==> src/rtl/core/csw_pkg.sv <==
// Shared types and constants for the semaphore wait queue unit.
`timescale 1ns / 1ps
package csw_pkg;

  localparam int SEMA_W    = 3;
  localparam int TASK_W    = 4;
  localparam int INIT_W    = 15;
  localparam int CNT_W     = 16;
  localparam int NUM_SEMAS = 1 << SEMA_W;
  localparam int NUM_TASKS = 1 << TASK_W;

  localparam int IN_DATA_W  = 24;
  localparam int OUT_DATA_W = 24;

  localparam logic signed [CNT_W-1:0] CNT_MAX = {1'b0, {(CNT_W-1){1'b1}}};
  localparam logic signed [CNT_W-1:0] CNT_MIN = {1'b1, {(CNT_W-1){1'b0}}};

  typedef enum logic [1:0] {
    REQ_WAIT    = 2'd0,
    REQ_SIGNAL  = 2'd1,
    REQ_CREATE  = 2'd2,
    REQ_DESTROY = 2'd3
  } req_type_t;

  typedef enum logic [1:0] {
    ST_OK     = 2'd0,
    ST_BUSY   = 2'd1,
    ST_NOSLOT = 2'd2
  } status_t;

  typedef struct packed {
    req_type_t           req_type;
    logic [SEMA_W-1:0]   sema_index;
    logic [TASK_W-1:0]   task_id;
    logic [INIT_W-1:0]   start_count;
  } req_t;

  typedef struct packed {
    status_t                  status;
    logic                     task_blocked;
    logic                     woken_valid;
    logic [TASK_W-1:0]        woken_task;
    logic signed [CNT_W-1:0]  count_after;
  } rsp_t;

endpackage

==> src/rtl/core/counting_semaphore_wait_queue_unit.sv <==
// Top level of the counting semaphore unit with FIFO wait queues.
`timescale 1ns / 1ps
// Eight counting semaphores with signed 16-bit saturating counts, each with a
// FIFO of waiting task numbers linked through one next-pointer per task. Every
// request word (wait, signal, create, destroy) gives exactly one result word.
// A request is registered on entry; its slot is read, updated and written back
// as the output register takes the result. One request per cycle is sustained
// while the sink keeps out_tready high; the rate is set by the read-modify-write
// of the addressed slot's count, head, tail and one next-pointer entry. Slot
// state is live right after reset; no clearing pass. Wait, signal and destroy
// requests to a slot not created (or since destroyed) return status 2.
module counting_semaphore_wait_queue_unit (
  input  logic                            clk,
  input  logic                            rst_n,
  input  logic                            in_tvalid,
  output logic                            in_tready,
  // [2:0] sema_index, [6:3] task_id, [21:7] start_count, [23:22] zero
  input  logic [csw_pkg::IN_DATA_W-1:0]   in_tdata,
  // [1:0] req_type
  input  logic [1:0]                      in_tuser,
  output logic                            out_tvalid,
  input  logic                            out_tready,
  // [0] task_blocked, [1] woken_valid, [5:2] woken_task, [21:6] count_after,
  // [23:22] zero
  output logic [csw_pkg::OUT_DATA_W-1:0]  out_tdata,
  // [1:0] status
  output logic [1:0]                      out_tuser
);

  logic          req_valid;
  logic          can_take;
  logic          advance;
  csw_pkg::req_t req;
  csw_pkg::rsp_t rsp;

  assign advance = req_valid && can_take;

  csw_in_stage u_in (
    .clk       (clk),
    .rst_n     (rst_n),
    .in_tvalid (in_tvalid),
    .in_tready (in_tready),
    .in_tdata  (in_tdata),
    .in_tuser  (in_tuser),
    .advance   (advance),
    .req_valid (req_valid),
    .req       (req)
  );

  csw_sema_core u_core (
    .clk   (clk),
    .rst_n (rst_n),
    .fire  (advance),
    .req   (req),
    .rsp   (rsp)
  );

  csw_out_stage u_out (
    .clk        (clk),
    .rst_n      (rst_n),
    .load       (advance),
    .rsp        (rsp),
    .can_take   (can_take),
    .out_tvalid (out_tvalid),
    .out_tready (out_tready),
    .out_tdata  (out_tdata),
    .out_tuser  (out_tuser)
  );

endmodule

==> src/rtl/core/csw_in_stage.sv <==
// Input register stage: captures one request word per cycle unless the held word is stalled.
`timescale 1ns / 1ps
module csw_in_stage (
  input  logic                           clk,
  input  logic                           rst_n,
  input  logic                           in_tvalid,
  output logic                           in_tready,
  input  logic [csw_pkg::IN_DATA_W-1:0]  in_tdata,
  input  logic [1:0]                     in_tuser,
  input  logic                           advance,
  output logic                           req_valid,
  output csw_pkg::req_t                  req
);

  logic          valid_r;
  csw_pkg::req_t req_r;
  csw_pkg::req_t req_nxt;

  assign in_tready = !valid_r || advance;

  always_comb begin
    req_nxt.req_type    = csw_pkg::req_type_t'(in_tuser);
    req_nxt.sema_index  = in_tdata[csw_pkg::SEMA_W-1:0];
    req_nxt.task_id     = in_tdata[csw_pkg::SEMA_W +: csw_pkg::TASK_W];
    req_nxt.start_count = in_tdata[csw_pkg::SEMA_W + csw_pkg::TASK_W +: csw_pkg::INIT_W];
  end

  always_ff @(posedge clk) begin
    if (!rst_n) begin
      valid_r <= 1'b0;
    end else if (in_tready) begin
      valid_r <= in_tvalid;
    end
  end

  always_ff @(posedge clk) begin
    if (in_tvalid && in_tready) begin
      req_r <= req_nxt;
    end
  end

  assign req_valid = valid_r;
  assign req       = req_r;

endmodule

==> src/rtl/core/csw_sema_core.sv <==
// Semaphore slot state, linked wait queues and the per-request update logic.
`timescale 1ns / 1ps
module csw_sema_core (
  input  logic          clk,
  input  logic          rst_n,
  input  logic          fire,
  input  csw_pkg::req_t req,
  output csw_pkg::rsp_t rsp
);

  logic signed [csw_pkg::CNT_W-1:0]  cnt_r  [csw_pkg::NUM_SEMAS];
  logic [csw_pkg::NUM_SEMAS-1:0]     use_r;
  logic [csw_pkg::NUM_SEMAS-1:0]     ne_r;
  logic [csw_pkg::TASK_W-1:0]        head_r [csw_pkg::NUM_SEMAS];
  logic [csw_pkg::TASK_W-1:0]        tail_r [csw_pkg::NUM_SEMAS];
  logic [csw_pkg::TASK_W-1:0]        link_r [csw_pkg::NUM_TASKS];

  logic signed [csw_pkg::CNT_W-1:0]  cnt;
  logic                              in_use;
  logic                              nonempty;
  logic [csw_pkg::TASK_W-1:0]        head;
  logic [csw_pkg::TASK_W-1:0]        tail;
  logic signed [csw_pkg::CNT_W-1:0]  cnt_dec;
  logic signed [csw_pkg::CNT_W-1:0]  cnt_inc;

  logic signed [csw_pkg::CNT_W-1:0]  cnt_nxt;
  logic                              use_nxt;
  logic                              ne_nxt;
  logic [csw_pkg::TASK_W-1:0]        head_nxt;
  logic [csw_pkg::TASK_W-1:0]        tail_nxt;
  logic                              link_we;

  assign cnt      = cnt_r[req.sema_index];
  assign in_use   = use_r[req.sema_index];
  assign nonempty = ne_r[req.sema_index];
  assign head     = head_r[req.sema_index];
  assign tail     = tail_r[req.sema_index];
  assign cnt_dec  = (cnt != csw_pkg::CNT_MIN) ? cnt - 16'sd1 : cnt;
  assign cnt_inc  = (cnt != csw_pkg::CNT_MAX) ? cnt + 16'sd1 : cnt;

  always_comb begin
    cnt_nxt  = cnt;
    use_nxt  = in_use;
    ne_nxt   = nonempty;
    head_nxt = head;
    tail_nxt = tail;
    link_we  = 1'b0;
    rsp      = '0;
    rsp.status = csw_pkg::ST_OK;
    if (req.req_type == csw_pkg::REQ_CREATE) begin
      cnt_nxt         = {1'b0, req.start_count};
      use_nxt         = 1'b1;
      ne_nxt          = 1'b0;
      rsp.count_after = {1'b0, req.start_count};
    end else if (!in_use) begin
      rsp.status = csw_pkg::ST_NOSLOT;
    end else begin
      unique case (req.req_type)
        csw_pkg::REQ_WAIT: begin
          cnt_nxt         = cnt_dec;
          rsp.count_after = cnt_dec;
          if (cnt_dec[csw_pkg::CNT_W-1]) begin
            // append at tail; an empty queue takes the task as head
            if (nonempty) begin
              link_we = 1'b1;
            end else begin
              head_nxt = req.task_id;
              ne_nxt   = 1'b1;
            end
            tail_nxt         = req.task_id;
            rsp.task_blocked = 1'b1;
          end
        end
        csw_pkg::REQ_SIGNAL: begin
          cnt_nxt         = cnt_inc;
          rsp.count_after = cnt_inc;
          if (nonempty) begin
            rsp.woken_valid = 1'b1;
            rsp.woken_task  = head;
            if (head == tail) begin
              ne_nxt = 1'b0;
            end else begin
              head_nxt = link_r[head];
            end
          end
        end
        csw_pkg::REQ_DESTROY: begin
          rsp.count_after = cnt;
          if (nonempty) begin
            rsp.status = csw_pkg::ST_BUSY;
          end else begin
            use_nxt = 1'b0;
          end
        end
        default: begin
          rsp.status = csw_pkg::ST_OK;
        end
      endcase
    end
  end

  always_ff @(posedge clk) begin
    if (!rst_n) begin
      use_r <= '0;
      ne_r  <= '0;
      for (int i = 0; i < csw_pkg::NUM_SEMAS; i++) begin
        cnt_r[i] <= '0;
      end
    end else if (fire) begin
      use_r[req.sema_index] <= use_nxt;
      ne_r[req.sema_index]  <= ne_nxt;
      cnt_r[req.sema_index] <= cnt_nxt;
    end
  end

  always_ff @(posedge clk) begin
    if (fire) begin
      head_r[req.sema_index] <= head_nxt;
      tail_r[req.sema_index] <= tail_nxt;
      if (link_we) begin
        link_r[tail] <= req.task_id;
      end
    end
  end

endmodule

==> src/rtl/core/csw_out_stage.sv <==
// Result register stage: holds one result word until the sink takes it.
`timescale 1ns / 1ps
module csw_out_stage (
  input  logic                            clk,
  input  logic                            rst_n,
  input  logic                            load,
  input  csw_pkg::rsp_t                   rsp,
  output logic                            can_take,
  output logic                            out_tvalid,
  input  logic                            out_tready,
  output logic [csw_pkg::OUT_DATA_W-1:0]  out_tdata,
  output logic [1:0]                      out_tuser
);

  logic          valid_r;
  csw_pkg::rsp_t rsp_r;

  assign can_take = !valid_r || out_tready;

  always_ff @(posedge clk) begin
    if (!rst_n) begin
      valid_r <= 1'b0;
    end else if (load) begin
      valid_r <= 1'b1;
    end else if (out_tready) begin
      valid_r <= 1'b0;
    end
  end

  always_ff @(posedge clk) begin
    if (load) begin
      rsp_r <= rsp;
    end
  end

  assign out_tvalid = valid_r;
  assign out_tuser  = rsp_r.status;
  assign out_tdata  = {2'b00, rsp_r.count_after, rsp_r.woken_task,
                       rsp_r.woken_valid, rsp_r.task_blocked};

endmodule

==> config.mk <==
export PLATFORM = sky130hd
export DESIGN_NAME = counting_semaphore_wait_queue_unit
export DESIGN_NICKNAME = d
export VERILOG_FILES = /design/src/rtl/core/csw_pkg.sv /design/src/rtl/core/counting_semaphore_wait_queue_unit.sv /design/src/rtl/core/csw_in_stage.sv /design/src/rtl/core/csw_sema_core.sv /design/src/rtl/core/csw_out_stage.sv
export SDC_FILE = /design/constraint.sdc
export NUM_CORES = 1
export LEC_CHECK = 0
export BUFFER_PORTS_ARGS = -buffer_cell sky130_fd_sc_hd__buf_2
export CELL_PAD_IN_SITES_DETAIL_PLACEMENT = 0
export CELL_PAD_IN_SITES_GLOBAL_PLACEMENT = 1
export CORE_ASPECT_RATIO = 0.5
export CORE_MARGIN = 1
export CORE_UTILIZATION = 47
export CTS_BUF_LIST = sky130_fd_sc_hd__clkbuf_16
export CTS_CLUSTER_SIZE = 8
export DETAILED_ROUTE_END_ITERATION = 8
export PLACE_DENSITY_LB_ADDON = 0.1
export SETUP_SLACK_MARGIN = 0.3
export SLEW_MARGIN = 15
export SYNTH_ARGS = -nofsm -noshare
export SYNTH_HDL_FRONTEND = slang
export SYNTH_HIERARCHICAL = 1
export SYNTH_SLANG_ARGS = --single-unit
==> constraint.sdc <==
create_clock -name clk -period 3.55 [get_ports clk]
set_clock_uncertainty 0.1 [all_clocks]
set_input_delay 0.355 -clock clk [delete_from_list [all_inputs] [get_ports clk]]
set_output_delay 0.355 -clock clk [all_outputs]
set_load 0.02 [all_outputs]
==> impl_metrics.yaml, run 1 <==
global_route:
  grt_pass1_vias: 10010
  overflow: 0
  grt_max_degree: 25
  antenna_found_initial: 0
  grt_pass1_wl_um: 60830
  gr-usage-all-layers_pct: 25.70
pwr:
  powerDensity_mw_per_mm2: 492.2
  power.share.sequential_pct: 44.7
  leakagePower_uw: 0.007212
  peakVddDrop_mv: 0.3568
  p_comb_share_pct: 15.5
  clkPwrFrac_pct: 39.8
  swShare_pct: 24.98
  intPower_uw: 7317
  switchingPower_uw: 2436
  power_uw: 9754
yosys:
  synth_cells: 1066
  ys_types: 88
  synth_edf_count: 304
  seq_area_frac_synth_pct: 64.29
  synth_top_family_by_area: "multiplexers"
  synthAdderAreaFrac_pct: 0.1695
  synth_area_leader_cell: "edfxtp_1"
  ys_warn_count: 6
  synthFlopType: "edfxtp_1"
  ys_ff_latch: 322
  syn-cell-area_mm2: 0.01476
  synth_top_area_share_pct: 61.85
  async_flop_share_pct: 0
  synth_xor_area_share_pct: 1.543
  syn_avg_cell_area_um2: 13.85
  ys_top_cells_by_area: "edfxtp_1 62%, mux4_2 7.6%, nor2_1 4.8%"
  synth_simple_gate_area_share_pct: 12.33
  post_synth_mux_area_share_pct: 12.47
  synth_compound_area_share_pct: 6.646
placement:
  dpl.hpwl_um: 26310
  pre_cts_ws_ns: -0.1933
  port_buffers: 53
  place.gp.congestion: 0.8923
clocking:
  cts_buffer_depth: 3
  clock-root-buffer: "clkbuf_16"
  clock_latency_ns: 0.55
  cts_tree: "built"
  clk_pin_slew_worst_paths_ns: 0.05
  clock_sinks: 322
  numCtsBuffers: 46
  cts.htree.levels: 2
sta:
  clock.fmax_mhz: 265.9
  slew_headroom_pct: 27.09
  period_share_pct: 105.9
  fin_crit_ns: 3.760
  tightest_slew_ns: 1.091
  worst_slack_ns: -0.2102
  hold_viol_final: 0
  whs_ns: 0.08179
  setup_violations: 225
  rsz0062_at_grt: "true"
  setup_tns_ns: -23.07
  slew_violations: 0
worst_setup_path:
  path_max_fanout: 8
  worstSetupEndpointType: "register"
  cp.arrival_ns: 3.91
  criticalPathCategory: "reg -> reg"
  required_ns: 3.70
  cp-start-kind: "register"
floorplanning:
  die_h_um: 127.3
  die_area_mm2: 0.03216
  die_x_um: 252.6
  placementRows: 45
  ios: 58
  core_area_mm2: 0.03057
  start_util_pct: 48.28
drt:
  vias_per_cell: 5.625
  antenna_left: 0
  first_pass_iters: 7
  wire_per_inst_um: 22.25
  vias: 10210
  routed_wl_um: 40380
  drt_iter0_drc: 829
  drc_errors: 0
final_layout:
  final_nets: 1403
  final_core_util_pct: 64.82
  areaGrowthSynthToFinish_pct: 34.27
  n_fill_cell: 2305
  antenna_cells: 0
  final_layout_size_suffix_gt1_share_pct: 39.80
min_path:
  hp-class: "in -> reg"
status:
  status: "complete, but fails checks"
  violations: "negative setup slack"
job:
  cap_violations: 0
[synthesized netlist by cell type (7+ instances only)]
library cell,number
mux2i_1,24
buf_2,7
mux2i_4,8
nand4_1,8
nor2_1,189
nor4_1,10
nand2_1,91
xnor2_1,20
a21oi_1,24
clkbuf_1,22
o21ai_0,37
o22ai_1,9
nand3_1,24
edfxtp_1,304
mux2_2,12
mux4_2,50
nor3_1,16
buf_4,10
inv_1,25
dfxtp_1,18
[cell type report]
type / count / area, um^2 / share of cell area, %
well taps: 423 / 529.3 / 2.671
clock buffers: 47 / 1176 / 5.935
clock inverters: 22 / 92.59 / 0.4672
multi-input cells: 668 / 5791 / 29.22
flip-flops and latches: 322 / 9489 / 47.88
repair buffers: 304 / 2625 / 13.25
inverters: 29 / 113.9 / 0.5746
[worst max-delay path, cell delays in order (launching register included)]
cell and delay [ns]:
edfxtp_1 0.45, buf_6 0.17, clkbuf_16 0.15, buf_12 0.12, mux4_2 0.44, mux2i_4 0.24, nand2_1 0.15, nor4_4 0.37
nand2_2 0.14, mux2i_4 0.39, or2_4 0.22, buf_6 0.10, inv_4 0.04, a211oi_4 0.17, buf_6 0.16, nor2_1 0.04
[per-layer routing]
layer,GRT usage (%),wire length [um],up-vias
met1,38.27,18530,5150
met2,39.35,18520,341
li1,-,-,4660
met4,6.168,641,0
met5,0,0,-
met3,4.625,2680,59
[repair_timing]
item / 4_1_cts / 5_1_grt
setup endpoints to repair: 280 / 281
resized for setup: 85 / 81
gates cloned: 3 / 1
hold endpoints to repair: 26 / 0
pin swaps: 35 / 30
hold buffers: 26 / 0
setup buffers: 25 / 14
[path summary, 6_finish.rpt]
path	startpoint	cells past startpoint	to	slack (ns)
hold / removal	rst_n	2	u_out/out_tvalid	0.08
hold reg to reg	u_core/ne_r[1]	2	u_core/ne_r[1]	0.35
setup reg to reg	u_in/req[19]	15	u_core/cnt_r[7][15]	-0.21
setup / recovery	u_in/req[19]	15	u_core/cnt_r[7][15]	-0.21
[cells by family (layout without fill, tap and decap cells)]
kind of cell / Yosys count / in the layout
compound gates: 140 / 140
xor+xnor: 26 / 26
fa+ha+maj: 2 / 2
buf+inv: 78 / 402
flops: 322 / 322
mux: 103 / 103
other cells: 1 / 2
simple gates: 394 / 395
[power by group through the flow]
stage | Sequential [uW] | Combinational [uW] | Clock, uW
6_report | 4360 | 1520 | 3880
5_1_grt | 4370 | 1610 | 4130
4_1_cts | 4360 | 1430 | 3950
3_5_place_dp | 4430 | 1290 | 0
3_3_place_gp | 4420 | 1280 | 0
2_1_floorplan | 4440 | 716 | 0
[cell usage in the layout, fill, tap and decap left out, types with 5 or more instances in the layout]
master         instances
edfxtp_1             304
buf_4                170
nor2_1               153
nand2_1               88
buf_2                 53
mux4_2                52
clkbuf_16             48
inv_1                 42
buf_6                 34
o21ai_0               30
nor2_4                28
dlygate4sd3_1         26
mux2i_1               22
nand3_1               22
xnor2_1               18
dfxtp_1               18
buf_12                17
a21oi_1               16
mux2i_4               13
a21boi_2              10
mux2_2                 9
nor2_2                 9
o22ai_1                9
nor4_4                 8
a21oi_2                8
nand4_1                8
nor3_4                 8
nor3_1                 7
and2_1                 6
xor2_1                 6
or2_2                  5
o211ai_1               5
o21ai_1                5
or4_4                  5
o21ai_2                5
[state kept, by name, summed over array words and instances (netlist names)]
signal	count
u_core/head_r	32
u_in/req	24
u_out/out_tdata	22
u_core/tail_r	32
u_core/use_r	8
u_in/req_valid	1
u_out/out_tvalid	1
u_core/ne_r	8
u_core/link_r	64
u_out/out_tuser	2
u_core/cnt_r	128
[per-stage QoR]
stage          instance area [um^2]  cells
2_1_floorplan                 15030   1067
3_3_place_gp                  17100   1677
3_5_place_dp                  17100   1677
4_1_cts                       19300   1800
5_1_grt                       19820   1815
6_report                      19820   1815
Power figures use the tool's default switching activity.
==> run 2: changes to the inputs <==
Settings changed: SETUP_SLACK_MARGIN 0.3 to 0.05.
==> run 2 against run 1 <==
Compared with the run above: via count rose by 2.9%; setup slack better by 0.027 ns; die area did not move; critical path type unchanged; largest cell class unchanged; non-clock buffer count rose by 31; global-route usage increased by 1.1 points; the flow still finishes with violations (negative setup slack).
==> impl_metrics.yaml, run 2 (synthesis gave the netlist of run 1 again) <==
min_path:
  worstHoldEndpoint: "u_in/req_valid"
  hp-class: "in -> reg"
  min_path_cells: 2
  min-delay-start: "rst_n"
final_layout:
  n_fill_cell: 2242
  final_area_mm2: 0.02021
  fin_cells: 1856
  final_nets: 1433
  final_common_cell: "edfxtp_1"
  final_layout_size_suffix_gt1_share_pct: 42.08
  largest_registers: "u_core/cnt_r (128), u_core/link_r (64)"
  antenna_cells: 0
  largest_register_ffs: 128
  areaGrowthSynthToFinish_pct: 36.91
  largest_register: "u_core/cnt_r"
  most-common-layout-cells: "304 x edfxtp_1, 180 x buf_4, 137 x nor2_1, 88 x nand2_1, 59 x buf_6"
pwr:
  leakagePower_uw: 0.007408
  powerDensity_mw_per_mm2: 489.6
  peakVddDrop_mv: 0.3463
clocking:
  cts_tree: "built"
  clock_latency_ns: 0.55
  clock-root-buffer: "clkbuf_16"
  clock_sinks: 322
  numCtsBuffers: 46
  cts_buffer_depth: 3
  clk_pin_slew_worst_paths_ns: 0.05
  cts.htree.levels: 2
floorplanning:
  ios: 58
  placementRows: 45
  core_area_mm2: 0.03057
  die_x_um: 252.6
  start_util_pct: 48.28
  die_h_um: 127.3
  die_area_mm2: 0.03216
placement:
  placed_area_mm2: 0.01698
  dpl.hpwl_um: 26540
  place_inst: 1695
  place.gp.congestion: 0.8551
  port_buffers: 53
drt:
  vias: 10500
  antenna_left: 0
  drc_errors: 0
  vias_per_cell: 5.659
  drt_iter0_drc: 864
  first_pass_iters: 6
  wire_per_inst_um: 22.68
  routed_wl_um: 42090
status:
  status: "complete, but fails checks"
  violations: "negative setup slack"
global_route:
  grt_util_met1_pct: 38.82
  gr-usage-all-layers_pct: 26.78
  grt_pass1_vias: 10610
  grt_max_degree: 25
  use_met2_pct: 42.13
  grt-busiest-layer: "met2"
  met3_usage_pct: 5.094
  antenna_found_initial: 0
  grt_pass1_wl_um: 63580
  overflow: 0
worst_setup_path:
  required_ns: 3.72
  timing.rr.start: "u_in/req[20]"
  r2r_end: "u_core/head_r[6][0]"
  rr_worst_depth: 12
  criticalPathCategory: "reg -> reg"
  rrSetupSlack_ns: -0.18
  cp-start-kind: "register"
  worstSetupEndpointType: "register"
  slowest_stage: "mux4_2"
  slowest_delay_ns: 0.52
  worstPathCellList: "buf_12 > buf_16 > nand2b_4 > mux4_2 > nand2_4 > buf_12 > mux4_2 > mux2i_2 > mux2_4 > nor2_2 > mux2_4 > a221o_2"
  cp.arrival_ns: 3.91
  path_max_fanout: 8
sta:
  fin_crit_ns: 3.733
  whs_ns: 0.06317
  tightest_slew_ns: 1.215
  clock.fmax_mhz: 267.9
  period_share_pct: 105.2
  slew_violations: 0
  setup_violations: 233
  rsz0062_at_grt: "true"
  slew_headroom_pct: 18.79
  worst_slack_ns: -0.1831
  hold_viol_final: 0
job:
  cap_violations: 0
-- run 2: cell type report --
cell class                 count  area, um^2  area share [%]
sequential                   322        9489           46.96
tap                          423       529.3           2.619
clock inverter                33       148.9          0.7368
inverter                      29       116.4          0.5759
clock buffer                  47        1176           5.820
multi-input combinational    667        5841           28.90
timing repair buffer         335        2907           14.38
-- run 2: worst max path at each step --
stage / end / from / slack (ns)
6_report: u_core/head_r[6][0] / u_in/req[20] / -0.18
5_1_grt: u_core/cnt_r[0][12] / u_in/req[19] / -0.30
4_1_cts: u_core/head_r[4][0] / u_in/req[20] / -0.14
3_5_place_dp: u_core/cnt_r[1][2] / u_in/req[19] / -0.36
3_3_place_gp: u_core/cnt_r[0][2] / u_in/req[19] / -0.32
2_1_floorplan: u_core/link_r[1][0] / u_in/req[19] / 0.05
-- run 2: repair_timing --
item,in CTS,in global routing
resized for setup,179,90
gates cloned,3,1
hold endpoints to repair,26,0
hold buffers,26,0
setup buffers,43,10
endpoints found under the setup margin,258,268
pin swaps,81,39
-- run 2: routing by layer --
| metal | share of wire [%] | up-vias |
|---|---|---|
| li1 | - | 4735 |
| met1 | 45 | 5363 |
| met2 | 48 | 350 |
| met3 | 6.4 | 55 |
| met4 | 1.5 | 0 |
| met5 | 0 | - |
-- run 2: worst max-delay path: cells and delay by family (launching register included) --
family	cells	cell delay [ns]
buffers and inverters	3	0.44
multiplexers	5	1.71
AO/OA/AOI/OAI	1	0.43
flip-flops	1	0.46
AND/OR/NAND/NOR	3	0.31
-- run 2: per-stage QoR --
| stage | setup TNS, ns | util [%] | power, uW | setup WS (ns) |
|---|---|---|---|---|
| floorplan | 0 | - | 5120 | 0.05303 |
| global placement | -20.91 | 55.55 | 5661 | -0.3246 |
| detailed placement | -28.83 | 55.55 | 5682 | -0.3596 |
| CTS | -4.607 | 64.50 | 9870 | -0.1399 |
| global route | -44.81 | 66.09 | 10230 | -0.3001 |
| finish | -19.54 | 66.09 | 9894 | -0.1831 |
-- run 2: power breakdown --
part           internal, uW  switching (uW)
combinational           688             869
clock                  2370            1610
sequential             4310            51.4
total                  7360            2530
==> run 3: changes to the inputs <==
Settings changed: HOLD_SLACK_MARGIN set to 0.06, SYNTH_HIERARCHICAL 1 to unset.
Clock period 3.55 ns to 3.4 ns, I/O delays scaled along.
==> run 3 against run 2 <==
Compared with the run above: the flow still finishes with violations (negative setup slack); non-clock buffer count decreased by 11; critical path depth shrank 1; fmax grew 4.6%; die area grew 5.8%; largest power group unchanged; highest routed layer unchanged.
==> impl_metrics.yaml, run 3 <==
yosys:
  synth_cells: 1177
  synth.most_common_cell: "edfxtp_1"
  synth_top_area_share_pct: 58.41
  seq_area_frac_synth_pct: 61.10
  ys_top_cells_by_area: "edfxtp_1 58%, mux4_2 5.6%, nor2_1 5.0%"
  ys_top_cells_by_count: "304 x edfxtp_1, 207 x nor2_1, 64 x mux2i_1"
  synth_area_leader_cell: "edfxtp_1"
  synthFlopType: "edfxtp_1"
  syn_avg_cell_area_um2: 13.28
  synth_edf_count: 304
  ys_types: 94
  ys_ff_latch: 325
  syn-cell-area_mm2: 0.01563
  ys_warn_count: 0
  async_flop_share_pct: 0
worst_setup_path:
  worstSetupEndpointType: "register"
  cp.arrival_ns: 3.78
  criticalPathCategory: "reg -> reg"
  required_ns: 3.61
  worst-path-buf-inv: 3
  cp-start-kind: "register"
  cp_top_family: "multiplexers"
  slowest_stage: "mux4_2"
  path_max_fanout: 8
  slowest_delay_ns: 0.52
  worstPathCellList: "buf_12 > mux4_2 > mux2i_4 > o211ai_1 > buf_4 > or4_4 > o211a_4 > or2_4 > a21oi_2 > o221ai_2 > buf_6"
drt:
  first_pass_iters: 5
  routed_wl_um: 46420
  drt_iter0_drc: 1182
  vias_per_cell: 5.873
  drc_errors: 0
  wire_per_inst_um: 24.01
  antenna_left: 0
  vias: 11350
floorplanning:
  core_area_mm2: 0.03217
  ios: 58
  placementRows: 46
  die_area_mm2: 0.03403
  die_x_um: 259.9
  start_util_pct: 48.58
  die_h_um: 131.0
placement:
  place.gp.congestion: 0.9435
  place_inst: 1803
  port_buffers: 53
  dpl.hpwl_um: 31260
clocking:
  numCtsBuffers: 46
  cts_buffer_depth: 3
  clk_pin_slew_worst_paths_ns: 0.05
  cts_tree: "built"
  clock-root-buffer: "clkbuf_16"
  clock_sinks: 325
  clock_latency_ns: 0.57
  cts.htree.levels: 2
global_route:
  antenna_found_initial: 0
  grt_max_degree: 37
  overflow: 0
  grt_pass1_wl_um: 69420
  grt_pass1_vias: 11410
  grt-busiest-layer: "met2"
  grt_util_met1_pct: 40.56
  gr-usage-all-layers_pct: 27.96
  use_met2_pct: 43.91
  met3_usage_pct: 5.093
sta:
  period_share_pct: 104.9
  worst_slack_ns: -0.1673
  hold_viol_final: 0
  whs_ns: 0.1617
  slew_headroom_pct: 27.20
  slew_violations: 0
  fin_crit_ns: 3.567
  setup_violations: 252
  rsz0062_at_grt: "true"
  tightest_slew_ns: 1.085
  setup_tns_ns: -25.91
  clock.fmax_mhz: 280.3
pwr:
  intPower_uw: 7846
  peakVddDrop_mv: 0.3557
  p_comb_share_pct: 18.5
  powerDensity_mw_per_mm2: 509.5
  leakagePower_uw: 0.007616
  clkPwrFrac_pct: 38.4
  power_uw: 10640
  power.share.sequential_pct: 43.1
  swShare_pct: 26.29
  switchingPower_uw: 2798
final_layout:
  largest_register_ffs: 128
  final_common_cell: "edfxtp_1"
  n_fill_cell: 2365
  fin_cells: 1933
  areaGrowthSynthToFinish_pct: 33.67
  antenna_cells: 0
  final_core_util_pct: 64.94
  most-common-layout-cells: "304 x edfxtp_1, 178 x buf_4, 156 x nor2_1, 60 x mux2i_1, 59 x nand2_1"
  largest_registers: "u_core.cnt_r (128), u_core.link_r (64)"
  final_nets: 1512
  final_layout_size_suffix_gt1_share_pct: 38.64
  largest_register: "u_core.cnt_r"
job:
  cap_violations: 0
status:
  violations: "negative setup slack"
  status: "complete, but fails checks"
min_path:
  hp-class: "in -> reg"
[run 3: cell types whose count changed after synthesis, sizes merged, moves of 9 or more]
cell	change
mux2i	+39
nand2	-33
clkbuf	+23
nor3	+21
nor2	+17
mux2	+14
a21boi	-9
mux4	-9
xnor2	-9
[run 3: what timing repair did]
item,in CTS,in global routing
hold buffers,27,0
pin swaps,46,50
gates cloned,3,0
buffers inserted,21,14
resized for setup,100,124
endpoints found under the hold margin,29,0
endpoints found under the setup margin,256,276
[run 3: final timing paths]
kind	from	to	slack, ns	cells past startpoint
max	register	u_core.head_r[6][2]	-0.17	11
min	rst_n	u_in.req_valid	0.16	3
max reg2reg	register	u_core.head_r[6][2]	-0.17	11
min reg2reg	u_core.ne_r[6]	u_core.ne_r[6]	0.36	2
[run 3: metrics by stage]
stage          cell area [um^2]  setup slack [ns]
6_report                  20890           -0.1673
5_1_grt                   20890           -0.2623
4_1_cts                   20350           -0.1499
3_5_place_dp              18080           -0.3288
3_3_place_gp              18080           -0.2393
2_1_floorplan             15810          -0.07095
[run 3: layout make-up]
cell class / count / area [um^2] / share of cell area [%]
Sequential cell: 325 / 9555 / 45.74
Multi-Input combinational cell: 758 / 6615 / 31.66
Timing Repair Buffer: 324 / 2804 / 13.42
Clock buffer: 47 / 1176 / 5.629
Tap cell: 432 / 540.5 / 2.587
Clock inverter: 22 / 107.6 / 0.5150
Inverter: 25 / 93.84 / 0.4492
[run 3: power groups by stage]
stage	Sequential, uW	Clock, uW	Combinational, uW
final	4590	4090	1970
after global routing	4590	4310	2080
after CTS	4580	4150	1860
after detailed placement	4660	0	1650
after global placement	4650	0	1630
after floorplan	4640	0	934
[run 3: layer usage]
layer	vias to the layer above	routed length [um]
met1	5750	20840
li1	5129	-
met3	67	3406
met2	407	21400
met5	-	0
met4	0	772
[run 3: worst reg2reg max path: stages (launching register included)]
cell	delay, ns
dfxtp_4	0.45
buf_12	0.15
mux4_2	0.52
mux2i_4	0.30
o211ai_1	0.20
buf_4	0.17
or4_4	0.47
o211a_4	0.28
or2_4	0.25
a21oi_2	0.13
o221ai_2	0.15
buf_6	0.16
[run 3: cell families after synthesis]
group	count (synthesis)	synth area share (%)
flops	325	61.10
compound gates	181	8.622
fa+ha+maj	2	0.1601
simple gates	412	12.45
other cells	1	0.02399
buf+inv	95	2.914
xor+xnor	14	0.7845
mux	147	13.95
